### config.mk
export PLATFORM = sky130hd
export DESIGN_NAME = glzw_result_buf
export DESIGN_NICKNAME = d
export VERILOG_FILES = /design/src/glzw_pkg.sv /design/src/glzw_result_buf.sv
export SDC_FILE = /design/constraint.sdc
export NUM_CORES = 1
export LEC_CHECK = 0
export BUFFER_PORTS_ARGS = -buffer_cell sky130_fd_sc_hd__buf_2
export CELL_PAD_IN_SITES_DETAIL_PLACEMENT = 1
export CELL_PAD_IN_SITES_GLOBAL_PLACEMENT = 1
export CORE_MARGIN = 5
export CORE_UTILIZATION = 42
export CTS_CLUSTER_SIZE = 24
export DETAILED_ROUTE_END_ITERATION = 10
export PLACE_DENSITY_LB_ADDON = 0.1
export SLEW_MARGIN = 20
export SYNTH_ARGS = -nofsm -noshare
export SYNTH_HDL_FRONTEND = slang
export SYNTH_SLANG_ARGS = --single-unit
### constraint.sdc
create_clock -name clk_i -period 7.8 [get_ports clk_i]
set_input_delay 0.78 -clock clk_i [delete_from_list [all_inputs] [get_ports clk_i]]
set_output_delay 0.78 -clock clk_i [all_outputs]
set_load 0.01 [all_outputs]
### src/glzw_pkg.sv
// Shared types, codes and constants of the GIF LZW back-reference decoder.
package glzw_pkg;

  localparam int unsigned CFG_W  = 4;
  localparam int unsigned CW_W   = 4;
  localparam int unsigned LEN_W  = 13;
  localparam int unsigned KIND_W = 3;
  localparam int unsigned NRES_W = 2;

  localparam logic [CFG_W-1:0]  MIN_SIZE_RESET = 4'd8;
  localparam logic [CFG_W-1:0]  MIN_SIZE_LOW   = 4'd2;
  localparam logic [CFG_W-1:0]  MIN_SIZE_HIGH  = 4'd8;
  localparam logic [NRES_W-1:0] MAX_RESULTS    = 2'd3;

  typedef enum logic [2:0] {
    OP_NONE,
    OP_CLEAR,
    OP_LITERAL,
    OP_TABLE,
    OP_KWKWK,
    OP_STOP,
    OP_INVALID
  } code_op_e;

  typedef enum logic [KIND_W-1:0] {
    KIND_LITERAL  = 3'd0,
    KIND_COPY     = 3'd1,
    KIND_END      = 3'd2,
    KIND_INVALID  = 3'd3,
    KIND_OVERFLOW = 3'd4
  } res_kind_e;

  typedef struct packed {
    code_op_e   op;
    logic       add;
    logic       restart;
    logic       byte_end;
    logic [7:0] color;
  } item_ctl_t;

  function automatic logic [CFG_W-1:0] eff_min_size(input logic [CFG_W-1:0] cfg);
    logic [CFG_W-1:0] res;
    res = cfg;
    if (cfg < MIN_SIZE_LOW) begin
      res = MIN_SIZE_LOW;
    end else if (cfg > MIN_SIZE_HIGH) begin
      res = MIN_SIZE_HIGH;
    end
    return res;
  endfunction

endpackage

### src/glzw_result_buf.sv
// Result hold stage that settles the last flag, followed by the output register.
module glzw_result_buf import glzw_pkg::*; #(
  parameter int unsigned POS_BITS = 20
) (
  input  logic                clk_i,
  input  logic                rst_ni,
  input  logic                res_valid_i,
  output logic                res_ready_o,
  input  logic [KIND_W-1:0]   res_kind_i,
  input  logic [7:0]          res_color_i,
  input  logic [POS_BITS-1:0] res_src_i,
  input  logic [LEN_W-1:0]    res_len_i,
  input  logic [POS_BITS-1:0] res_dest_i,
  input  logic                res_final_i,
  input  logic                mark_i,
  output logic                out_valid_o,
  input  logic                out_ready_i,
  output logic [KIND_W-1:0]   kind_o,
  output logic [7:0]          color_index_o,
  output logic [POS_BITS-1:0] source_pos_o,
  output logic [LEN_W-1:0]    copy_length_o,
  output logic [POS_BITS-1:0] dest_pos_o,
  output logic                last_o
);

  logic                h_valid_q, h_final_q;
  logic [KIND_W-1:0]   h_kind_q;
  logic [7:0]          h_color_q;
  logic [POS_BITS-1:0] h_src_q, h_dest_q;
  logic [LEN_W-1:0]    h_len_q;

  logic                o_valid_q, o_last_q;
  logic [KIND_W-1:0]   o_kind_q;
  logic [7:0]          o_color_q;
  logic [POS_BITS-1:0] o_src_q, o_dest_q;
  logic [LEN_W-1:0]    o_len_q;

  logic o_free, h_move, res_take;

  assign o_free      = !o_valid_q || out_ready_i;
  assign h_move      = h_valid_q && o_free && (h_final_q || res_valid_i);
  assign res_ready_o = !h_valid_q || h_move;
  assign res_take    = res_valid_i && res_ready_o;

  assign out_valid_o   = o_valid_q;
  assign kind_o        = o_kind_q;
  assign color_index_o = o_color_q;
  assign source_pos_o  = o_src_q;
  assign copy_length_o = o_len_q;
  assign dest_pos_o    = o_dest_q;
  assign last_o        = o_last_q;

  always_ff @(posedge clk_i) begin
    if (res_take) begin
      h_kind_q  <= res_kind_i;
      h_color_q <= res_color_i;
      h_src_q   <= res_src_i;
      h_len_q   <= res_len_i;
      h_dest_q  <= res_dest_i;
    end
    if (h_move) begin
      o_kind_q  <= h_kind_q;
      o_color_q <= h_color_q;
      o_src_q   <= h_src_q;
      o_len_q   <= h_len_q;
      o_dest_q  <= h_dest_q;
      o_last_q  <= h_final_q;
    end
  end

  always_ff @(posedge clk_i or negedge rst_ni) begin
    if (!rst_ni) begin
      h_valid_q <= 1'b0;
      h_final_q <= 1'b0;
      o_valid_q <= 1'b0;
    end else begin
      if (res_take) begin
        h_valid_q <= 1'b1;
        h_final_q <= res_final_i;
      end else if (h_move) begin
        h_valid_q <= 1'b0;
      end else if (mark_i && h_valid_q) begin
        h_final_q <= 1'b1;
      end
      if (h_move) begin
        o_valid_q <= 1'b1;
      end else if (out_ready_i) begin
        o_valid_q <= 1'b0;
      end
    end
  end

endmodule

==> metrics.md, run 1 <==
| Metric | Value |
|---|---|
| Run status | finished clean |
| Xor and xnor area share after synthesis | 0% |
| CP Capture Type | output pin |
| Sink Count | between 100 and 150 |
| Initial antenna violation count | 0 |
| Initial DRC count | between 60 and 70 |
| Setup tns final | 0 ns |
| R2r setup slk | slightly below 6 ns |
| Slew margin rel. | between 40% and 50% |
| Port bufs | ~140 |
| Synth Register Bits | around 130 |
| Commonest cells after routing, fill and taps aside | 136 x buf_2, 129 x edfxtp_1, 16 x clkbuf_16 |
| Largest family of logic cells by synthesized area | compound AO/OA/AOI/OAI gates |
| # H-tree levels | 4 |
| Minimum clock period | approximately 2.4 ns |
| Syn Area/Cell | roughly 28 µm² |
| Number of global-route vias before repair | 2062 |
| Syn Nets | about 220 |
| Commonest non-fill, non-tap cell in the layout | buf_2 |
| Layout Skew | roughly 0.0080 ns |
| Placed wire-length estimate | between 5000 and 6000 µm |
| GRT Total Usage | approximately an eighth |
| Synthesis-to-finish area growth | 35.9% |
| Placed insts | ~410 |
| Core area | 9330 µm² |
| CP Max Fanout | 3 |
| Rows | 35 |
| GP Congestion | slightly below 0.7 |
| Post-synthesis mux area share | 0.372% |
| Final worst-path cycle share | between 30% and 40% |
| Reg2reg end | color_index_o[3] |
| CTS tree | yes |
| Power Density | approximately 320 nW/µm² |
| Worst Setup SP | out_valid_o |
| Register area share after synthesis | 97.8% |
| Yosys warnings | 0 |
| Die footprint | 11700 µm² |
| Post-CTS Setup Repair Bufs | 0 |
| Layout cells sized above 1 | 54.8% |
| TritonCTS Buffers | 17 |
| CTS clock-pin slew for the worst setup and hold paths | ~0.06 ns |
| Synth Area in Compound Gates | ~1.1% |
| Ports | about 140 |
| Post-route DRC violation count | 0 |
| Die Y | approximately 110 µm |
| Worst Path Required | between 7 and 8 ns |
| Slew Viols, Final | 0 |
| Area post-placement | between 4000 and 5000 µm² |
| Syn Std Cell Area | 4040 µm² |
| Hold Violations, Final | 0 |
| Reg2reg path depth | 3 |
| Fin nets | 373 |
| Critical path type | reg2out |
| LEAKAGE | 0.00213 µW |
| Setup violators final | 0 |
| Ant diodes | 0 |
| Root Buffer Master | clkbuf_8 |
| RSZ-0062 raised after global routing | no |
| Max IR drop VDD | around 0.00017 V |
| WP data arrival | 1.58 ns |
| CTS Buffer Depth | 2 |
| Worst Setup Start Kind | flop |
| DR pass1 iterations | 4 |
| Die Wd | between 100 and 150 µm |
| Initial Util | between 40% and 50% |
| Avg Vias per Cell | about 4.3 |
| Final Non-Filler Cells | approximately 440 |
| Yosys cell types | 13 |
| Maximum capacitance violations | 0 |
| Worst Hold Class | in2async |
| Synth Area in Simple Gates | less than 1% |
| Post-CTS Hold Buffers | 0 |
| Slew of the pin with the lowest slew margin | a little over 0.8 ns |
| Clock latency on the worst-skew pair | around 0.5 ns |
| Via count | between 1500 and 2000 |
| Final Cell Area | around 5500 µm² |
| Routed WL | between 7000 and 8000 µm |
| First-pass GRT wire length | ~11000 µm |
| Maximum clock frequency | between 400 and 500 MHz |
| Gate Count Post-Synth | around 150 |
| Synthesized-area fraction occupied by adder cells | 0% |
| Routed Antenna Nets | 0 |
| Post-CTS sizing | 0 |
| Reg2reg start | h_valid_q |
| Largest net degree at the start of global routing | 66 |
| Post-DR wirelength/cell | 17.1 µm |
| Overflow after GRT | 0 |
report_power, final:
group / switching [µW] / total, µW / internal, µW
Sequential: 18.1 / 881 / 863
Clock: 274 / 756 / 482
Combinational: 74.6 / 116 / 41.5
state kept, by name, indices dropped and copies added (netlist names):
register       count
h_len_q           13
last_o             1
color_index_o      8
copy_length_o     13
h_final_q          1
source_pos_o      20
h_kind_q           3
h_src_q           20
h_valid_q          1
dest_pos_o        20
kind_o             3
out_valid_o        1
h_dest_q          20
h_color_q          8
metal layers:
layer,global-route usage (%),up-vias,wire length [µm]
li1,-,900,-
met1,14.9,920,2820
met2,22.3,86,4030
met3,6.15,7,628
met4,5.41,0,78
met5,0,-,0
cells in the mapped netlist:
master	count	area (µm²)
nand2b_1	1	6.26
nor2b_1	1	6.26
dfrtp_1	3	75.1
inv_1	1	3.75
edfxtp_1	129	3870
a21boi_0	1	7.51
o21ai_0	2	10.0
nand2_1	2	7.51
mux2_4	1	15.0
a21o_1	1	7.51
a21oi_1	1	5.00
a211oi_2	1	12.5
nor2_1	2	7.51
kinds of logic (layout without fill, tap and decap cells):
| family | count (synthesis) | after routing |
|---|---|---|
| buf+inv | 1 | 169 |
| flops | 132 | 132 |
| compound gates | 6 | 6 |
| simple gates | 6 | 6 |
| mux | 1 | 1 |
stage by stage:
step                hold WS [ns]  utilization, %  total power, µW  setup slack (ns)
floorplan                  0.400               -              948              1.63
detailed placement         0.406            52.7             1020              5.47
CTS                       0.0297            58.8             1780              5.39
global placement           0.400            52.7             1010              5.47
global route              0.0281            58.8             1830              5.33
finish                    0.0596            58.8             1750              5.44
final cells by class:
type / instances / area [µm²]
multi-input combinational: 13 / 104
fill: 867 / 3840
timing repair buffer: 138 / 696
clock inverter: 13 / 160
clock buffer: 17 / 414
sequential: 132 / 3950
inverter: 1 / 3.75
tap: 129 / 161
worst max-delay path by stage:
stage	endpoint	slack (ns)
after floorplan	h_final_q	1.63
after global placement	res_ready_o	5.47
after detailed placement	res_ready_o	5.47
after CTS	res_ready_o	5.39
after global routing	res_ready_o	5.33
final	res_ready_o	5.44
critical path, stage by stage (launching register included):
cell	delay, ns
dfrtp_1	0.37
nor2b_1	0.41
o21ai_0	0.15
buf_2	0.16
(Power assumes the default switching activity.)
==> inputs of run 2 (changes only) <==
--- a/config.mk
+++ b/config.mk
@@ -5,11 +5,12 @@
 export SDC_FILE = /design/constraint.sdc
 export NUM_CORES = 1
 export LEC_CHECK = 0
+export ABC_AREA = 1
 export BUFFER_PORTS_ARGS = -buffer_cell sky130_fd_sc_hd__buf_2
 export CELL_PAD_IN_SITES_DETAIL_PLACEMENT = 1
 export CELL_PAD_IN_SITES_GLOBAL_PLACEMENT = 1
 export CORE_MARGIN = 5
-export CORE_UTILIZATION = 42
+export CORE_UTILIZATION = 37
 export CTS_CLUSTER_SIZE = 24
 export DETAILED_ROUTE_END_ITERATION = 10
 export PLACE_DENSITY_LB_ADDON = 0.1
==> constraint.sdc (replaced) <==
create_clock -name clk_i -period 2.1 [get_ports clk_i]
set_input_delay 0.21 -clock clk_i [delete_from_list [all_inputs] [get_ports clk_i]]
set_output_delay 0.21 -clock clk_i [all_outputs]
set_load 0.01 [all_outputs]
==> run 2 against run 1 <==
Cell area grew 14%; sequential share of layout area shrank 8.7 points; clock power grew to 3.8 times the previous value; global-route usage grew 0.29 points; via count grew 14%; clock skew shrank 0.0021 ns; critical endpoint is now h_src_q[1]; power grew to 4.6 times the previous value; non-clock buffer count grew 71; largest cell class unchanged.
==> metrics.md, run 2 <==
| Metric | Value |
|---|---|
| Run status | finished clean |
| Syn Std Cell Area | just over 4000 µm² |
| Die footprint | between 10000 and 15000 µm² |
| Worst Path Required | about 2.4 ns |
| Dominant register cell in the synthesized netlist | edfxtp_1 |
| Max IR drop VDD | 0.000814 V |
| CP Max Fanout | 15 |
| Hold Crit Start | res_valid_i |
| Clock latency on the worst-skew pair | ~0.50 ns |
| Slew of the pin with the lowest slew margin | approximately 0.35 ns |
| Root Buffer Master | clkbuf_8 |
| Power Density | 1300 nW/µm² |
| CTS Buffer Depth | 2 |
| Commonest cells after routing, fill and taps aside | 136 x buf_2, 129 x edfxtp_1, 69 x dlygate4sd3_1 |
| Sink Count | ~130 |
| Setup tns final | 0 ns |
| DR pass1 iterations | 4 |
| Synthesis-to-finish area growth | 54.7% |
| Die Wd | about 110 µm |
| Routed WL | approximately 8400 µm |
| Critical path type | reg2reg |
| Hold Path Sink | h_valid_q |
| Synth Register Bits | between 100 and 150 |
| GRT Total Usage | a little over an eighth |
| Core area | between 10000 and 15000 µm² |
| Maximum clock frequency | 574 MHz |
| # H-tree levels | 4 |
| Placed wire-length estimate | roughly 5200 µm |
| Syn Area/Cell | roughly 27 µm² |
| Layout Skew | ~0.006 ns |
| First-pass GRT wire length | roughly 13000 µm |
| Reg2reg end | h_src_q[1] |
| Port bufs | about 140 |
| R2r setup slk | between 0.3 and 0.4 ns |
| Maximum capacitance violations | 0 |
| Number of global-route vias before repair | between 2000 and 2500 |
| Rows | 38 |
| Hold Violations, Final | 0 |
| Minimum clock period | 1.74 ns |
| Post-synth top cells | 129 x edfxtp_1, 3 x dfrtp_1, 3 x inv_1, 3 x nand2_1 |
| Layout cells sized above 1 | ~45% |
| Yosys cell types | 11 |
| Slew Viols, Final | 0 |
| Yosys warnings | 0 |
| Gate Count Post-Synth | about 150 |
| Post-DR wirelength/cell | between 15 and 20 µm |
| Final worst-path cycle share | roughly 83% |
| Initial DRC count | roughly 100 |
| RSZ-0062 raised after global routing | no |
| Initial Util | about 38% |
| CP Capture Type | flop |
| Initial antenna violation count | 0 |
| Worst Hold Class | in2reg |
| CTS tree | yes |
| Routed Antenna Nets | 0 |
| Post-CTS sizing | 0 |
| Async set or reset register ratio after synthesis | under 10% |
| Commonest non-fill, non-tap cell in the layout | buf_2 |
| Worst Hold Depth | 3 |
| Post-synth EDFFs | roughly 130 |
| Worst hold margin | approximately 0.034 ns |
| Reg2reg start | h_final_q |
| CTS clock-pin slew for the worst setup and hold paths | ~0.06 ns |
| Reg2reg path depth | 5 |
| Main area contributors after synthesis | edfxtp_1 96%, dfrtp_1 1.9%, o21bai_4 0.47%, nor2_2 0.31%, inv_1 0.28% |
| Slew margin rel. | 76.6% |
| Largest net degree at the start of global routing | 66 |
| Worst Setup Start Kind | flop |
| Syn Nets | approximately 220 |
| Die Y | ~110 µm |
| Avg Vias per Cell | roughly 4.1 |
| Ant diodes | 0 |
| Overflow after GRT | 0 |
| Via count | between 2000 and 2500 |
| Fin nets | 445 |
| Post-synth top area share | between 90% and 100% |
| Register area share after synthesis | a little under 100% |
| WP data arrival | 1.99 ns |
| Count leader, synth | edfxtp_1 |
| Synth area leader | edfxtp_1 |
| Ports | 137 |
| Setup violators final | 0 |
| GP Congestion | around 0.73 |
| LEAKAGE | roughly 0.0024 µW |
| TritonCTS Buffers | 17 |
| Post-route DRC violation count | 0 |
==> run 2: timing repair <==
action	CTS	global route
hold endpoints to repair	69	0
hold buffers	69	0
setup buffers	0	0
==> run 2: metal layers <==
layer / global-route usage [%] / vias up / part of all wire, %
met5: 0 / - / 0
met4: 5.23 / 0 / 1.3
met3: 5.44 / 12 / 7.5
met2: 23.6 / 95 / 54
met1: 15.1 / 1030 / 37
li1: - / 1048 / -
==> run 2: report_power, final <==
group          switching (µW)  leakage, µW  internal (µW)  total [µW]
clock                     992     0.000281           1910        2900
sequential                166      0.00126           3730        3890
combinational             802     0.000891            492        1290
total                    1960      0.00243           6120        8080
==> run 2: logic make-up after synthesis <==
group / synth area share, %
buffers and inverters: 0.279
AOI/OAI and AO/OA: 0.899
DFF: 97.9
and+or+nand+nor: 0.930
==> run 2: worst max-delay path, stage by stage (launching register included) <==
cell and delay [ns]:
dfrtp_1 0.42, nor2_2 0.19, o21bai_4 0.11, nand2_2 0.11
clkinvlp_4 0.32, buf_4 0.33
==> run 2: how the worst max path moves through the flow <==
stage | from | end | cells past startpoint
floorplan | out_valid_o | h_color_q[0] | 5
global placement | h_final_q | h_dest_q[6] | 5
detailed placement | h_final_q | h_dest_q[19] | 5
CTS | h_final_q | h_dest_q[2] | 5
global route | h_final_q | h_src_q[1] | 5
finish | h_final_q | h_src_q[1] | 5
==> run 2: final cells by class <==
type                            instances  area, µm²
Fill cell                            1017       4500
Sequential cell                       132       3950
Timing Repair Buffer                  209       1430
Clock buffer                           20        425
Tap cell                              140        175
Clock inverter                         12        161
Multi-Input combinational cell         12       88.8
Inverter                                3       15.0
==> run 2: metrics by stage <==
stage / worst slack, ns / total power (µW) / instance area [µm²] / cells / util [%]
after global routing: 0.277 / 8470 / 6240 / 528 / 58.1
final: 0.359 / 8080 / 6240 / 528 / 58.1
after global placement: 0.447 / 5120 / 4960 / 427 / 46.2
after detailed placement: 0.363 / 5160 / 4960 / 427 / 46.2
after floorplan: 0.00739 / 4480 / 4050 / 147 / -
after CTS: 0.344 / 8200 / 6240 / 528 / 58.1
==> inputs of run 3 (changes only) <==
--- a/config.mk
+++ b/config.mk
@@ -10,7 +10,7 @@
 export CELL_PAD_IN_SITES_DETAIL_PLACEMENT = 1
 export CELL_PAD_IN_SITES_GLOBAL_PLACEMENT = 1
 export CORE_MARGIN = 5
-export CORE_UTILIZATION = 37
+export CORE_UTILIZATION = 41
 export CTS_CLUSTER_SIZE = 24
 export DETAILED_ROUTE_END_ITERATION = 10
 export PLACE_DENSITY_LB_ADDON = 0.1
==> constraint.sdc (replaced) <==
create_clock -name clk_i -period 1.65 [get_ports clk_i]
set_input_delay 0.165 -clock clk_i [delete_from_list [all_inputs] [get_ports clk_i]]
set_output_delay 0.165 -clock clk_i [all_outputs]
set_load 0.01 [all_outputs]
==> run 3 against run 2 <==
Power is 28% higher; non-clock buffer count is 1 higher; worst hold slack better by 0.33 ns; critical path type is now reg2out; critical endpoint is now res_ready_o; routed wire length is 3.1% higher.
==> metrics.md, run 3 (same netlist as run 2, synthesis figures left out) <==
| Metric | Value |
|---|---|
| Ports | 137 |
| DR pass1 iterations | 4 |
| Post-DR wirelength/cell | roughly 17 µm |
| Final worst-path cycle share | a little over nine tenths |
| CP Capture Type | output pin |
| Port bufs | around 140 |
| Core Util, Final | about 65% |
| Run status | finished clean |
| Hold Violations, Final | 0 |
| Die Wd | 109 µm |
| Commonest non-fill, non-tap cell in the layout | buf_2 |
| CTS clock-pin slew for the worst setup and hold paths | 0.06 ns |
| GP Congestion | ~0.67 |
| Via count | around 2200 |
| Ant diodes | 0 |
| CP Max Fanout | 4 |
| Layout Skew | around 0.0078 ns |
| # H-tree levels | 4 |
| GRT Total Usage | 15.4% |
| Initial Util | between 40% and 50% |
| TritonCTS Buffers | 17 |
| Slew of the pin with the lowest slew margin | between 0.3 and 0.4 ns |
| Slew Viols, Final | 0 |
| Die Y | ~110 µm |
| Post-route DRC violation count | 0 |
| Slew margin rel. | 76.4% |
| WP data arrival | roughly 1.4 ns |
| Final worst-path setup slack | around 0.091 ns |
| Routed Antenna Nets | 0 |
| Overflow after GRT | 0 |
| Minimum clock period | between 1.5 and 2 ns |
| Largest net degree at the start of global routing | 66 |
| CTS Buffer Depth | 2 |
| Worst Hold Class | in2reg |
| Worst Setup Start Kind | flop |
| LEAKAGE | 0.00245 µW |
| Worst Path Required | ~1.5 ns |
| Root Buffer Master | clkbuf_8 |
| Clock latency on the worst-skew pair | 0.50 ns |
| Setup violators final | 0 |
| Fin nets | 446 |
| Number of global-route vias before repair | 2545 |
| Avg Vias per Cell | around 4.2 |
| Maximum clock frequency | 642 MHz |
| Rows | 36 |
| Initial DRC count | 83 |
| RSZ-0062 raised after global routing | no |
| Commonest cells after routing, fill and taps aside | 136 x buf_2, 129 x edfxtp_1, 71 x dlygate4sd3_1 |
| Die footprint | approximately 12000 µm² |
| Core area | roughly 9700 µm² |
| Power Density | 1650 nW/µm² |
| First-pass GRT wire length | between 10000 and 15000 µm |
| Placed wire-length estimate | 5290 µm |
| Max IR drop VDD | 0.000782 V |
| Critical path type | reg2out |
| Routed WL | a little under 9000 µm |
| Initial antenna violation count | 0 |
| Sink Count | 132 |
| CTS tree | yes |
| Setup WS pre-CTS | between 0.2 and 0.25 ns |
| Layout cells sized above 1 | around 45% |
| Maximum capacitance violations | 0 |
| Post-CTS Setup Repair Bufs | 0 |
| Synthesis-to-finish area growth | 55.5% |
[run 3: cell count changes in the layout (fill, tap and decap cells not counted), sizes merged]
cell | previous run | this run
clkbuf | 20 | 18
clkinv | 6 | 8
dlygate4sd3 | 69 | 71
buf | 140 | 139
clkinvlp | 3 | 2
inv | 2 | 3
[run 3: final timing paths]
path,from,to,slack (ns),cells past startpoint
max,h_final_q,res_ready_o,0.09,3
min reg2reg,h_len_q[0],copy_length_o[0],0.42,0
min,res_src_i[1],h_src_q[1],0.36,2
max in group asynchronous,rst_ni,h_final_q,0.96,3
max reg2reg,h_final_q,h_final_q,0.10,5
min in group asynchronous,rst_ni,out_valid_o,0.54,3
[run 3: per-stage QoR]
stage	setup TNS (ns)	hold WS, ns	cells	cell area, µm²	total power, µW
after floorplan	-44.69	-0.131	147	4050	5710
after global placement	0	-0.0358	419	4960	6510
after detailed placement	0	-0.0348	419	4960	6590
after CTS	0	0.339	522	6270	10500
after global routing	0	0.348	522	6270	10900
final	0	0.364	522	6270	10400
[run 3: area by class of cell]
| class | count | area, µm² |
|---|---|---|
| inverters | 3 | 15.0 |
| clock buffers | 18 | 418 |
| fillers | 847 | 3410 |
| clock inverters | 14 | 185 |
| flip-flops and latches | 132 | 3950 |
| multi-input cells | 12 | 88.8 |
| repair buffers | 210 | 1450 |
| well taps | 133 | 166 |
[run 3: where the power goes]
| group | leakage (µW) | total [µW] | switching, µW | internal, µW |
|---|---|---|---|---|
| clock | 0.000294 | 3750 | 1310 | 2440 |
| combinational | 0.000896 | 1640 | 1010 | 629 |
| sequential | 0.00126 | 4980 | 237 | 4740 |
| total | 0.00245 | 10400 | 2560 | 7820 |
[run 3: what timing repair did]
action | 4_1_cts | 5_1_grt
hold endpoints to repair | 70 | 0
endpoints found under the setup margin | 0 | 0
resized for setup | 0 | 0
hold buffers | 71 | 0
[run 3: layer usage]
metal / global-route usage [%] / wire length (µm) / part of all wire (%)
met1: 15.4 / 3050 / 35
met2: 28.5 / 4790 / 55
met3: 6.28 / 675 / 7.8
met4: 5.97 / 136 / 1.6
met5: 0 / 0 / 0
[run 3: critical path, cell delays in order, from the launching register on]
cell and delay [ns]:
dfrtp_1 0.42, nor2_2 0.22, o21bai_4 0.11, buf_2 0.15
