File: config.mk
export PLATFORM = sky130hd
export DESIGN_NAME = glzw_code_unpacker
export DESIGN_NICKNAME = d
export VERILOG_FILES = /design/src/glzw_pkg.sv /design/src/glzw_code_unpacker.sv
export SDC_FILE = /design/constraint.sdc
export NUM_CORES = 1
export LEC_CHECK = 0
export ABC_AREA = 1
export BUFFER_PORTS_ARGS = -buffer_cell sky130_fd_sc_hd__buf_2
export CORE_UTILIZATION = 30
export CTS_CLUSTER_DIAMETER = 100
export DETAILED_ROUTE_END_ITERATION = 12
export PLACE_DENSITY_LB_ADDON = 0.05
export SETUP_SLACK_MARGIN = 0.15
export SYNTH_ARGS = -nofsm -noshare
export SYNTH_HDL_FRONTEND = slang
export SYNTH_SLANG_ARGS = --single-unit
export TNS_END_PERCENT = 100
File: constraint.sdc
create_clock -name clk_i -period 26.9 [get_ports clk_i]
set_input_delay 5.38 -clock clk_i [delete_from_list [all_inputs] [get_ports clk_i]]
set_output_delay 5.38 -clock clk_i [all_outputs]
set_load 0.02 [all_outputs]
File: src/glzw_pkg.sv
// Shared types, codes and constants of the GIF LZW back-reference decoder.
package glzw_pkg;

  localparam int unsigned CFG_W  = 4;
  localparam int unsigned CW_W   = 4;
  localparam int unsigned LEN_W  = 13;
  localparam int unsigned KIND_W = 3;
  localparam int unsigned NRES_W = 2;

  localparam logic [CFG_W-1:0]  MIN_SIZE_RESET = 4'd8;
  localparam logic [CFG_W-1:0]  MIN_SIZE_LOW   = 4'd2;
  localparam logic [CFG_W-1:0]  MIN_SIZE_HIGH  = 4'd8;
  localparam logic [NRES_W-1:0] MAX_RESULTS    = 2'd3;

  typedef enum logic [2:0] {
    OP_NONE,
    OP_CLEAR,
    OP_LITERAL,
    OP_TABLE,
    OP_KWKWK,
    OP_STOP,
    OP_INVALID
  } code_op_e;

  typedef enum logic [KIND_W-1:0] {
    KIND_LITERAL  = 3'd0,
    KIND_COPY     = 3'd1,
    KIND_END      = 3'd2,
    KIND_INVALID  = 3'd3,
    KIND_OVERFLOW = 3'd4
  } res_kind_e;

  typedef struct packed {
    code_op_e   op;
    logic       add;
    logic       restart;
    logic       byte_end;
    logic [7:0] color;
  } item_ctl_t;

  function automatic logic [CFG_W-1:0] eff_min_size(input logic [CFG_W-1:0] cfg);
    logic [CFG_W-1:0] res;
    res = cfg;
    if (cfg < MIN_SIZE_LOW) begin
      res = MIN_SIZE_LOW;
    end else if (cfg > MIN_SIZE_HIGH) begin
      res = MIN_SIZE_HIGH;
    end
    return res;
  endfunction

endpackage

File: src/glzw_code_unpacker.sv
// Bit unpacker and code classifier: one code per cycle while the copy stage accepts items, with dictionary bookkeeping.
module glzw_code_unpacker import glzw_pkg::*; #(
  parameter int unsigned MAX_CODE_BITS = 12,
  parameter int unsigned TABLE_ENTRIES = 4096,
  localparam int unsigned IDX_W = $clog2(TABLE_ENTRIES)
) (
  input  logic             clk_i,
  input  logic             rst_ni,
  input  logic [CFG_W-1:0] min_code_size_i,
  input  logic             in_valid_i,
  output logic             in_ready_o,
  input  logic [7:0]       data_byte_i,
  input  logic             start_image_i,
  output logic             item_valid_o,
  input  logic             item_ready_i,
  output item_ctl_t        item_ctl_o,
  output logic [IDX_W-1:0] rd_idx_o,
  output logic [IDX_W-1:0] wr_idx_o
);

  localparam int unsigned EC_W  = IDX_W + 1;
  localparam int unsigned CMP_W = ((MAX_CODE_BITS > IDX_W) ? MAX_CODE_BITS : IDX_W) + 1;
  localparam int unsigned BUF_W = MAX_CODE_BITS + 8;
  localparam int unsigned CNT_W = $clog2(BUF_W + 1);
  localparam logic [CW_W-1:0] CW_RESET = MIN_SIZE_RESET + 4'd1;

  logic [BUF_W-1:0]  buf_q, buf_d;
  logic [CNT_W-1:0]  cnt_q, cnt_d;
  logic [CW_W-1:0]   cw_q, cw_d;
  logic [EC_W-1:0]   ec_q, ec_d;
  logic [NRES_W-1:0] nres_q, nres_d;
  logic              ac_q, ac_d;
  logic              stopped_q, stopped_d;
  logic              restart_q, restart_d;

  logic [CFG_W-1:0]         eff;
  logic [CMP_W-1:0]         code_clr, code_eoi, next_code, pow_w, code;
  logic [MAX_CODE_BITS-1:0] code_mask;
  logic                     full, code_avail, work, byte_end, issue_fire, in_fire;

  always_comb begin
    logic [BUF_W-1:0]  p_buf;
    logic [CNT_W-1:0]  p_cnt;
    logic [CW_W-1:0]   p_cw;
    logic [EC_W-1:0]   p_ec;
    logic [NRES_W-1:0] p_nres;
    logic              p_ac;
    logic              p_stopped;
    code_op_e          op;
    logic              add;

    eff        = eff_min_size(min_code_size_i);
    code_clr   = CMP_W'(1) << eff;
    code_eoi   = code_clr + CMP_W'(1);
    next_code  = code_clr + CMP_W'(2) + CMP_W'(ec_q);
    full       = next_code >= CMP_W'(TABLE_ENTRIES);
    pow_w      = CMP_W'(1) << cw_q;
    code_mask  = ~({MAX_CODE_BITS{1'b1}} << cw_q);
    code       = CMP_W'(buf_q[MAX_CODE_BITS-1:0] & code_mask);
    code_avail = !stopped_q && (cnt_q >= CNT_W'(cw_q)) && (nres_q < MAX_RESULTS);
    work       = restart_q || code_avail;

    p_buf     = buf_q;
    p_cnt     = cnt_q;
    p_cw      = cw_q;
    p_ec      = ec_q;
    p_nres    = nres_q;
    p_ac      = ac_q;
    p_stopped = stopped_q;
    op        = OP_NONE;
    add       = 1'b0;

    if (code_avail) begin
      p_buf  = buf_q >> cw_q;
      p_cnt  = cnt_q - CNT_W'(cw_q);
      p_nres = nres_q + NRES_W'(1);
      if (code == code_clr) begin
        op     = OP_CLEAR;
        p_ec   = '0;
        p_cw   = eff + 4'd1;
        p_ac   = 1'b1;
        p_nres = nres_q;
      end else if (code == code_eoi) begin
        op        = OP_STOP;
        p_stopped = 1'b1;
      end else if (code < code_clr) begin
        op = OP_LITERAL;
      end else if (code < next_code) begin
        op = OP_TABLE;
      end else if ((code == next_code) && !ac_q && !full) begin
        op = OP_KWKWK;
      end else begin
        op        = OP_INVALID;
        p_stopped = 1'b1;
      end
      if ((op == OP_LITERAL) || (op == OP_TABLE) || (op == OP_KWKWK)) begin
        if (!ac_q && !full) begin
          add  = 1'b1;
          p_ec = ec_q + EC_W'(1);
          if ((cw_q < CW_W'(MAX_CODE_BITS)) && ((next_code + CMP_W'(1)) == pow_w) &&
              (pow_w < CMP_W'(TABLE_ENTRIES))) begin
            p_cw = cw_q + 4'd1;
          end
        end
        p_ac = 1'b0;
      end
      if (p_stopped) begin
        p_buf = '0;
        p_cnt = '0;
      end
    end

    byte_end = !(!p_stopped && (p_cnt >= CNT_W'(p_cw)) && (p_nres < MAX_RESULTS));

    item_valid_o        = work;
    item_ctl_o.op       = op;
    item_ctl_o.add      = add;
    item_ctl_o.restart  = restart_q;
    item_ctl_o.byte_end = byte_end;
    item_ctl_o.color    = code[7:0];
    rd_idx_o            = IDX_W'(code - code_clr - CMP_W'(2));
    wr_idx_o            = IDX_W'(ec_q);

    issue_fire = work && item_ready_i;
    in_ready_o = !work || (item_ready_i && byte_end);
    in_fire    = in_valid_i && in_ready_o;

    buf_d     = buf_q;
    cnt_d     = cnt_q;
    cw_d      = cw_q;
    ec_d      = ec_q;
    nres_d    = nres_q;
    ac_d      = ac_q;
    stopped_d = stopped_q;
    restart_d = restart_q;

    if (issue_fire) begin
      buf_d     = p_buf;
      cnt_d     = p_cnt;
      cw_d      = p_cw;
      ec_d      = p_ec;
      nres_d    = p_nres;
      ac_d      = p_ac;
      stopped_d = p_stopped;
      restart_d = 1'b0;
    end

    if (in_fire) begin
      if (start_image_i) begin
        buf_d     = '0;
        cnt_d     = '0;
        cw_d      = eff + 4'd1;
        ec_d      = '0;
        ac_d      = 1'b1;
        stopped_d = 1'b0;
        restart_d = 1'b1;
      end
      nres_d = '0;
      if (!stopped_d) begin
        buf_d = buf_d | (BUF_W'(data_byte_i) << cnt_d);
        cnt_d = cnt_d + CNT_W'(8);
      end
    end
  end

  always_ff @(posedge clk_i or negedge rst_ni) begin
    if (!rst_ni) begin
      buf_q     <= '0;
      cnt_q     <= '0;
      cw_q      <= CW_RESET;
      ec_q      <= '0;
      nres_q    <= '0;
      ac_q      <= 1'b1;
      stopped_q <= 1'b0;
      restart_q <= 1'b0;
    end else begin
      buf_q     <= buf_d;
      cnt_q     <= cnt_d;
      cw_q      <= cw_d;
      ec_q      <= ec_d;
      nres_q    <= nres_d;
      ac_q      <= ac_d;
      stopped_q <= stopped_d;
      restart_q <= restart_d;
    end
  end

endmodule

==> insert_results.sql, run 1 <==
INSERT INTO impl_metrics (metric_group, metric, value, unit) VALUES
('run_status', 'outcome', 'finished clean', ''),
('clocking', 'cts_htree_levels', '2', ''),
('layout', 'final_nets', '1379', ''),
('floorplanning', 'io_pins', '57', ''),
('logic_synthesis', 'seq_area_frac_synth', '0.1515', ''),
('clocking', 'buffers_inserted_during_post_cts_setup_optimization', '0', ''),
('floorplanning', 'dieArea', '26600', 'sq um'),
('global_route', 'gr-total-overflow', '0', ''),
('logic_synthesis', 'synth-edff-count', '0', ''),
('detailed_routing', 'route.top_layer_used', 'met4', ''),
('clocking', 'worst_setup_hold_path_clk_slew', '0.07', 'ns'),
('logic_synthesis', 'netlist_instances', '1264', ''),
('placement', 'portBuffers', '56', ''),
('timing', 'rsz_0062_raised_after_global_routing', 'no', ''),
('detailed_routing', 'detail_route.wl_per_cell', '16.82', 'um'),
('clocking', 'post_cts_hold_buffer_count', '0', ''),
('logic_synthesis', 'syn_avg_cell_area', '6.160', 'sq um'),
('detailed_routing', 'drc', '0', ''),
('placement', 'detailed_placement_hpwl', '21.98', 'mm'),
('global_route', 'global_route_wire_length_before_repair', '43.39', 'mm'),
('logic_synthesis', 'syn_std_cell_area', '7786', 'sq um'),
('hold_path', 'hp-start', 'nres_q[1]', ''),
('layout', 'mostFrequentLayoutCell', 'nand2_1', ''),
('logic_synthesis', 'synth_top_area_cell', 'nand2_1', ''),
('detailed_routing', 'per_cell_via_count_in_the_routed_design', '4.983', ''),
('layout', 'syn2layout_area_growth', '7.424', '%'),
('global_route', 'via_count_of_the_first_global_routing_pass', '7621', ''),
('timing', 'timing.fmax', '57.84', 'MHz'),
('logic_synthesis', 'synth-main-ff-cell', 'dfrtp_1', ''),
('flow_run', 'maxCapViolCount', '0', ''),
('timing', 'worst_slew_pin_slew', '0.7577', 'ns'),
('worst_setup_path', 'crit-reg2reg-launch', 'cw_q[0]', ''),
('floorplanning', 'fp-row-count', '58', ''),
('logic_synthesis', 'synth_async_sr_flop_share', '1.000', ''),
('logic_synthesis', 'synth_cell_type_count', '57', ''),
('worst_setup_path', 'worst-endpoint-required', '21.52', 'ns'),
('logic_synthesis', 'yosys.area.top_type_share', '0.1538', ''),
('hold_path', 'holdCritPathClass', 'flop to flop', ''),
('clocking', 'cts-buffers-inserted', '5', ''),
('floorplanning', 'placeableCoreArea', '25330', 'sq um'),
('timing', 'report.final.hold_viol_count', '0', ''),
('detailed_routing', 'wl_met1', '14.49', 'mm'),
('detailed_routing', 'wl_met3', '880', 'um'),
('clocking', 'cts.sinks', '47', ''),
('worst_setup_path', 'worst_path_max_delay_cell', 'fa_1', ''),
('worst_setup_path', 'timing_worst_setup_path_type', 'input port to output pin', ''),
('timing', 'timing.setup.tns', '0', 'ns'),
('timing', 'fin_clk_skew', '0.006598', 'ns'),
('timing', 'maxSlewViolCount', '0', ''),
('worst_setup_path', 'worstSetupEndpointType', 'output pin', ''),
('detailed_routing', 'initial_drt_pass_iterations', '5', ''),
('global_route', 'antenna_violations_before_repair', '0', ''),
('clocking', 'post_cts.resized_instances', '0', ''),
('logic_synthesis', 'syn_nets', '1369', ''),
('detailed_routing', 'drt_first_iter_violations', '609', ''),
('worst_setup_path', 'worst_ep_arrival_time', '11.91', 'ns'),
('worst_setup_path', 'critPathLaunch', 'min_code_size_i[3]', ''),
('floorplanning', 'floorplan.initialDensity', '0.3074', ''),
('clocking', 'cts_tree', 'yes', ''),
('global_route', 'global_route.usage.total', '0.2097', ''),
('worst_setup_path', 'critPathMaxStageDelay', '0.42', 'ns'),
('detailed_routing', 'wirelength_routed', '27.00', 'mm'),
('placement', 'place.gp.congestion', '0.9118', ''),
('timing', 'setup_violations', '0', ''),
('logic_synthesis', 'ys_top_cells_by_area', 'nand2_1, dfrtp_1, ha_1', ''),
('worst_setup_path', 'cp_max_fo', '11', ''),
('detailed_routing', 'routed-via-count', '7997', ''),
('global_route', 'maximum_number_of_pins_on_one_net_before_global_route_repair', '48', ''),
('worst_setup_path', 'crit_top_cell', 'nand2_1', ''),
('timing', 'min_period_over_period', '0.6427', ''),
('floorplanning', 'fp.dieW', '163.1', 'um');
==> stage by stage <==
| stage | cells | hold slack (ns) | cell area, sq um | util | setup slack (ns) |
|---|---|---|---|---|---|
| after floorplan | 1264 | 0.4737 | 7786 | - | 11.03 |
| after global placement | 1597 | 0.5068 | 8193 | 0.3235 | 9.863 |
| after detailed placement | 1597 | 0.4989 | 8193 | 0.3235 | 9.649 |
| after CTS | 1605 | 0.5183 | 8364 | 0.3303 | 9.616 |
| after global routing | 1605 | 0.6046 | 8364 | 0.3303 | 8.955 |
| final | 1605 | 0.5181 | 8364 | 0.3303 | 9.611 |
==> critical path: cells and delay by family <==
kind,cells,cell delay [ns]
AO/OA/AOI/OAI,7,1.13
XOR/XNOR,1,0.30
buffers and inverters,7,0.70
AND/OR/NAND/NOR,20,2.65
adder cells (fa/ha/maj),6,1.73
==> kinds of logic (layout without fill, tap and decap cells) <==
family	Yosys count	after routing	share of synthesized area
muxes	2	2	0.002571
AOI/OAI and AO/OA	193	193	0.1438
adders and majority gates	88	88	0.1443
xor gates and xnor gates	49	49	0.05962
DFF	47	47	0.1515
and+or+nand+nor	620	620	0.3564
buffers and inverters	265	276	0.1417
==> Yosys cell counts (all sizes together) (2+ instances only) <==
master and instances:
xnor2 11, o22ai 14, o2111ai 5, clkbuf 27, dfrtp 44, nor3 14
o21ai 90, o32ai 5, nand3b 3, a31oi 2, xor2 36, dfstp 3
a21oi 45, a21o 2, nand3 129, fa 3, ha 85, nor4 6
a21boi 5, clkinv 2, xnor3 2, o211ai 12, and2 2, nand4 20
a22oi 3, buf 31, nor2 105, or2 7, mux2i 2, nand2 334
o221ai 2, inv 205
==> registers in the layout, indices dropped and copies added (netlist names) <==
signal and cells:
ac_q 1, ec_q 13, cnt_q 5, nres_q 2, stopped_q 1, buf_q 20, cw_q 4, restart_q 1
==> layer usage <==
metal  vias up  track usage
li1       4130            -
met5         -            0
met3        11      0.01447
met2       133       0.3199
met1      3723       0.3226
met4         0      0.03271
==> final timing paths <==
check	to	slack (ns)	depth (start not counted)
max	in_ready_o	9.61	41
min	nres_q[1]	0.52	2
max reg2reg	cw_q[0]	19.63	35
min reg2reg	nres_q[1]	0.52	2
max in group asynchronous	buf_q[14]	21.26	2
min in group asynchronous	ec_q[4]	5.18	2
==> cell type report <==
class / instances / area (sq um)
clock inverter: 3 / 46.29
timing repair buffer: 61 / 317.8
multi-input combinational: 952 / 5503
clock buffer: 5 / 125.1
sequential: 47 / 1180
inverter: 207 / 779.5
fill: 2885 / 16960
tap: 330 / 412.9
Power of run 1 is left out: the tool's default activity adds up to more than one toggle a clock period on the data nets, which glitch-free logic cannot reach.
==> run 2, diff against run 1 <==
==> constraint.sdc (replaced) <==
create_clock -name clk_i -period 17.9 [get_ports clk_i]
set_input_delay 3.58 -clock clk_i [delete_from_list [all_inputs] [get_ports clk_i]]
set_output_delay 3.58 -clock clk_i [all_outputs]
set_load 0.02 [all_outputs]
==> insert_results.sql, run 2 (same netlist as run 1, synthesis figures left out) <==
INSERT INTO impl_metrics (metric_group, metric, value, unit) VALUES
('floorplanning', 'floorplan.initialDensity', '0.3074', ''),
('run_status', 'outcome', 'finished clean', ''),
('floorplanning', 'fp.dieW', '163.1', 'um'),
('layout', 'registers.top_by_ff_count', 'buf_q', ''),
('clocking', 'cts_htree_levels', '2', ''),
('detailed_routing', 'routed-via-count', '7950', ''),
('worst_setup_path', 'worst_path_max_delay_cell', 'fa_1', ''),
('layout', 'register_area', '1180', 'sq um'),
('clocking', 'cts.sinks', '47', ''),
('clocking', 'worst_setup_hold_path_clk_slew', '0.07', 'ns'),
('timing', 'report.final.hold_viol_count', '0', ''),
('worst_setup_path', 'critPathMaxStageDelay', '0.42', 'ns'),
('timing', 'worst_slew_pin_slew', '0.7707', 'ns'),
('global_route', 'antenna_violations_before_repair', '0', ''),
('clocking', 'cts-root-buf', 'clkbuf_16', ''),
('timing', 'layout_min_cycle_time', '13.71', 'ns'),
('clocking', 'cts_tree', 'yes', ''),
('placement', 'dpl-instance-area', '8193', 'sq um'),
('clocking', 'post_cts.resized_instances', '0', ''),
('detailed_routing', 'detail_route.wl_per_cell', '16.97', 'um'),
('layout', 'layout.cells.most_common_list', 'nand2_1, inv_1, nand3_1, nor2_1, ha_1', ''),
('timing', 'slew_headroom', '0.4862', ''),
('layout', 'multi_input_area', '5503', 'sq um'),
('floorplanning', 'dieArea', '26600', 'sq um'),
('worst_setup_path', 'worst-endpoint-required', '14.32', 'ns'),
('timing', 'min_period_over_period', '0.7661', ''),
('clocking', 'cts-root-to-sink-buffers', '2', ''),
('placement', 'detailed_placement_hpwl', '22.00', 'mm'),
('worst_setup_path', 'critPathLaunchType', 'input port', ''),
('layout', 'biggestRegsByFlops', 'buf_q: 20 flops, ec_q: 13 flops, cnt_q: 5 flops', ''),
('worst_setup_path', 'cp_max_fo', '11', ''),
('floorplanning', 'placeableCoreArea', '25330', 'sq um'),
('flow_run', 'maxCapViolCount', '0', ''),
('timing', 'finalWorstSetupSlack', '4.187', 'ns'),
('timing', 'rsz_0062_raised_after_global_routing', 'no', ''),
('placement', 'portBuffers', '56', ''),
('detailed_routing', 'drt.antenna.violating_nets', '0', ''),
('timing', 'timing.fmax', '72.93', 'MHz'),
('layout', 'ant_diodes', '0', ''),
('detailed_routing', 'drt_first_iter_violations', '563', ''),
('detailed_routing', 'drc', '0', ''),
('layout', 'largest_register_ffs', '20', ''),
('floorplanning', 'io_pins', '57', ''),
('layout', 'syn2layout_area_growth', '7.424', '%'),
('layout', 'nFillCells', '2887', ''),
('timing', 'fin_clk_skew', '0.009204', 'ns'),
('clocking', 'cts-buffers-inserted', '5', ''),
('detailed_routing', 'wirelength_routed', '27.23', 'mm'),
('placement', 'place_ws', '4.258', 'ns'),
('global_route', 'global_route.usage.total', '0.2081', ''),
('layout', 'mostFrequentLayoutCell', 'nand2_1', ''),
('global_route', 'gr-total-overflow', '0', ''),
('detailed_routing', 'initial_drt_pass_iterations', '5', ''),
('timing', 'setup_violations', '0', ''),
('worst_setup_path', 'worstSetupEndpointType', 'output pin', ''),
('placement', 'place.gp.congestion', '0.9107', ''),
('clocking', 'buffers_inserted_during_post_cts_setup_optimization', '0', ''),
('clocking', 'worstSkewPairLatency', '0.30', 'ns'),
('hold_path', 'holdCritPathClass', 'flop to flop', ''),
('detailed_routing', 'per_cell_via_count_in_the_routed_design', '4.953', ''),
('timing', 'timing.setup.tns', '0', 'ns'),
('layout', 'final_cell_area', '8364', 'sq um'),
('floorplanning', 'fp-row-count', '58', ''),
('worst_setup_path', 'worst_ep_arrival_time', '10.13', 'ns'),
('timing', 'maxSlewViolCount', '0', ''),
('global_route', 'via_count_of_the_first_global_routing_pass', '7569', ''),
('layout', 'final_nets', '1379', ''),
('layout', 'final_layout_size_suffix_gt1_frac', '0.1059', ''),
('global_route', 'maximum_number_of_pins_on_one_net_before_global_route_repair', '48', ''),
('worst_setup_path', 'timing_worst_setup_path_type', 'input port to output pin', ''),
('timing', 'hold-worst-slack', '0.5266', 'ns'),
('worst_setup_path', 'crit_top_cell', 'nand2_1', ''),
('clocking', 'post_cts_hold_buffer_count', '0', ''),
('global_route', 'global_route_wire_length_before_repair', '43.08', 'mm'),
('floorplanning', 'die_height', '163.1', 'um');
-- run 2: cell counts in the layout (fill, tap and decap cells not counted) --
Identical to the previous run, type by type.
-- run 2: worst max-delay path: cells and delay by family --
family                   cells  cell delay [ns]
AND/OR/NAND/NOR             20             2.63
buffers and inverters        7             0.70
adder cells (fa/ha/maj)      6             1.72
AO/OA/AOI/OAI                7             1.16
XOR/XNOR                     1             0.32
-- run 2: cell type report --
class	count	share of cell area
clock buffer	5	0.01496
clock inverter	3	0.005535
inverter	207	0.09319
multi-input combinational	952	0.6579
sequential	47	0.1411
tap	330	0.04936
timing repair buffer	61	0.03800
-- run 2: metrics by stage --
stage	util	instances
after floorplan	-	1264
after global placement	0.3235	1597
after detailed placement	0.3235	1597
after CTS	0.3303	1605
after global routing	0.3303	1605
final	0.3303	1605
-- run 2: worst paths after layout --
path | startpoint | end | slack [ns] | cells after the start
worst max-delay path | min_code_size_i[3] | in_ready_o | 4.19 | 41
worst min-delay path | nres_q[1] | nres_q[1] | 0.53 | 2
worst max register to register | cw_q[0] | cw_q[0] | 10.71 | 35
worst min register to register | nres_q[1] | nres_q[1] | 0.53 | 2
max in group asynchronous | rst_ni | buf_q[4] | 14.08 | 2
min in group asynchronous | rst_ni | ec_q[10] | 3.37 | 2
-- run 2: metal layers --
| metal | vias up | share of wire | global-route usage |
|---|---|---|---|
| met1 | 3671 | 0.53 | 0.3162 |
| met2 | 154 | 0.42 | 0.3207 |
| met3 | 12 | 0.036 | 0.01498 |
| li1 | 4113 | - | - |
| met4 | 0 | 0.0091 | 0.03483 |
| met5 | - | 0 | 0 |
Power of run 2 is left out for the same reason.
==> run 3, diff against run 2 <==
==> constraint.sdc (replaced) <==
create_clock -name clk_i -period 13.9 [get_ports clk_i]
set_input_delay 2.78 -clock clk_i [delete_from_list [all_inputs] [get_ports clk_i]]
set_output_delay 2.78 -clock clk_i [all_outputs]
set_load 0.02 [all_outputs]
==> insert_results.sql, run 3 (same netlist as run 1, synthesis figures left out) <==
INSERT INTO impl_metrics (metric_group, metric, value, unit) VALUES
('worst_setup_path', 'worst_path_max_delay_cell', 'fa_1', ''),
('layout', 'fin_util', '0.3303', ''),
('detailed_routing', 'drc', '0', ''),
('timing', 'timing.setup.tns', '0', 'ns'),
('clocking', 'worst_setup_hold_path_clk_slew', '0.07', 'ns'),
('placement', 'place_ws', '1.866', 'ns'),
('worst_setup_path', 'cp_max_fo', '11', ''),
('timing', 'finalWorstSetupSlack', '1.841', 'ns'),
('layout', 'biggestRegsByFlops', 'buf_q: 20 flops, ec_q: 13 flops, cnt_q: 5 flops', ''),
('placement', 'portBuffers', '56', ''),
('timing', 'timing.fmax', '82.93', 'MHz'),
('clocking', 'buffers_inserted_during_post_cts_setup_optimization', '0', ''),
('worst_setup_path', 'timing_worst_setup_path_type', 'input port to output pin', ''),
('detailed_routing', 'per_cell_via_count_in_the_routed_design', '4.979', ''),
('placement', 'dpl-instance-area', '8193', 'sq um'),
('clocking', 'worstSkewPairLatency', '0.30', 'ns'),
('floorplanning', 'floorplan.initialDensity', '0.3074', ''),
('worst_setup_path', 'crit_top_cell', 'nand2_1', ''),
('layout', 'largest_register_ffs', '20', ''),
('placement', 'detailed_placement_hpwl', '21.91', 'mm'),
('layout', 'final_layout_size_suffix_gt1_frac', '0.1059', ''),
('layout', 'ant_diodes', '0', ''),
('floorplanning', 'placeableCoreArea', '25330', 'sq um'),
('floorplanning', 'fp.dieW', '163.1', 'um'),
('layout', 'final_nets', '1379', ''),
('detailed_routing', 'wirelength_routed', '27.11', 'mm'),
('worst_setup_path', 'crit_family', 'simple AND/OR/NAND/NOR gates', ''),
('floorplanning', 'dieArea', '26600', 'sq um'),
('floorplanning', 'die_height', '163.1', 'um'),
('clocking', 'cts-root-to-sink-buffers', '2', ''),
('detailed_routing', 'routed-via-count', '7991', ''),
('worst_setup_path', 'worst-endpoint-required', '11.12', 'ns'),
('global_route', 'maximum_number_of_pins_on_one_net_before_global_route_repair', '48', ''),
('worst_setup_path', 'critPathBufInv', '7', ''),
('worst_setup_path', 'worst_ep_arrival_time', '9.28', 'ns'),
('global_route', 'via_count_of_the_first_global_routing_pass', '7519', ''),
('placement', 'place.gp.congestion', '0.9111', ''),
('worst_setup_path', 'critPathLaunchType', 'input port', ''),
('timing', 'maxSlewViolCount', '0', ''),
('worst_setup_path', 'critPathMaxStageDelay', '0.42', 'ns'),
('layout', 'syn2layout_area_growth', '7.424', '%'),
('layout', 'layout.cells.most_common_list', 'nand2_1, inv_1, nand3_1, nor2_1, ha_1', ''),
('run_status', 'outcome', 'finished clean', ''),
('layout', 'final_cell_area', '8364', 'sq um'),
('timing', 'report.final.hold_viol_count', '0', ''),
('global_route', 'antenna_violations_before_repair', '0', ''),
('clocking', 'cts_tree', 'yes', ''),
('worst_setup_path', 'worstSetupEndpointType', 'output pin', ''),
('floorplanning', 'io_pins', '57', ''),
('clocking', 'cts_htree_levels', '2', ''),
('flow_run', 'maxCapViolCount', '0', ''),
('clocking', 'post_cts.resized_instances', '0', ''),
('detailed_routing', 'detail_route.wl_per_cell', '16.89', 'um'),
('clocking', 'cts.sinks', '47', ''),
('clocking', 'cts-root-buf', 'clkbuf_16', ''),
('floorplanning', 'fp-row-count', '58', ''),
('timing', 'setup_violations', '0', ''),
('timing', 'layout_min_cycle_time', '12.06', 'ns'),
('global_route', 'global_route.usage.total', '0.2082', ''),
('detailed_routing', 'drt.antenna.violating_nets', '0', ''),
('detailed_routing', 'initial_drt_pass_iterations', '5', ''),
('clocking', 'cts-buffers-inserted', '5', ''),
('global_route', 'gr-total-overflow', '0', ''),
('clocking', 'post_cts_hold_buffer_count', '0', ''),
('timing', 'slew_headroom', '0.4881', ''),
('timing', 'fin_clk_skew', '0.01274', 'ns'),
('global_route', 'global_route_wire_length_before_repair', '43.04', 'mm'),
('timing', 'min_period_over_period', '0.8675', ''),
('detailed_routing', 'drt_first_iter_violations', '608', ''),
('layout', 'mostFrequentLayoutCell', 'nand2_1', ''),
('layout', 'registers.top_by_ff_count', 'buf_q', ''),
('hold_path', 'holdCritPathClass', 'flop to flop', ''),
('timing', 'worst_slew_pin_slew', '0.7678', 'ns'),
('timing', 'rsz_0062_raised_after_global_routing', 'no', '');
## run 3: cell counts in the layout (fill, tap and decap cells not counted)
No cell type changed its count.
## run 3: path summary, 6_finish.rpt
kind                       slack, ns               start  cells past startpoint    endpoint
min in group asynchronous       2.59              rst_ni                      2     ec_q[4]
setup / recovery                1.84  min_code_size_i[3]                     41  in_ready_o
hold / removal                  0.52           nres_q[1]                      2   nres_q[1]
hold reg to reg                 0.52           nres_q[1]                      2   nres_q[1]
setup reg to reg                6.66             cw_q[0]                     35     cw_q[0]
max in group asynchronous      10.86              rst_ni                      2   buf_q[14]
## run 3: cell type report
class | count | area [sq um]
Multi-Input combinational cell | 952 | 5503
Sequential cell | 47 | 1180
Timing Repair Buffer | 61 | 317.8
Inverter | 207 | 779.5
Clock inverter | 3 | 46.29
Clock buffer | 5 | 125.1
Tap cell | 330 | 412.9
Fill cell | 2891 | 16960
## run 3: worst reg2reg max path, delay by kind of cell (launching register included)
family | cells | cell delay (ns)
flip-flops | 1 | 0.52
adder cells (fa/ha/maj) | 3 | 0.92
AO/OA/AOI/OAI | 4 | 0.59
buffers and inverters | 9 | 1.99
AND/OR/NAND/NOR | 19 | 3.14
## run 3: stage by stage
stage | instances | hold slack [ns]
finish | 1605 | 0.5153
global route | 1605 | 0.5975
CTS | 1605 | 0.5175
detailed placement | 1597 | 0.4977
global placement | 1597 | 0.5068
floorplan | 1264 | 0.4737
## run 3: layer usage
layer  track usage  share of wire  wire, um  vias to the layer above
li1              -              -         -                     4116
met1        0.3276           0.53     14380                     3684
met2        0.3137           0.42     11410                      182
met3      0.009904          0.042      1150                        9
met4       0.02846         0.0063       170                        0
met5             0              0         0                        -
Power of run 3 is left out for the same reason.
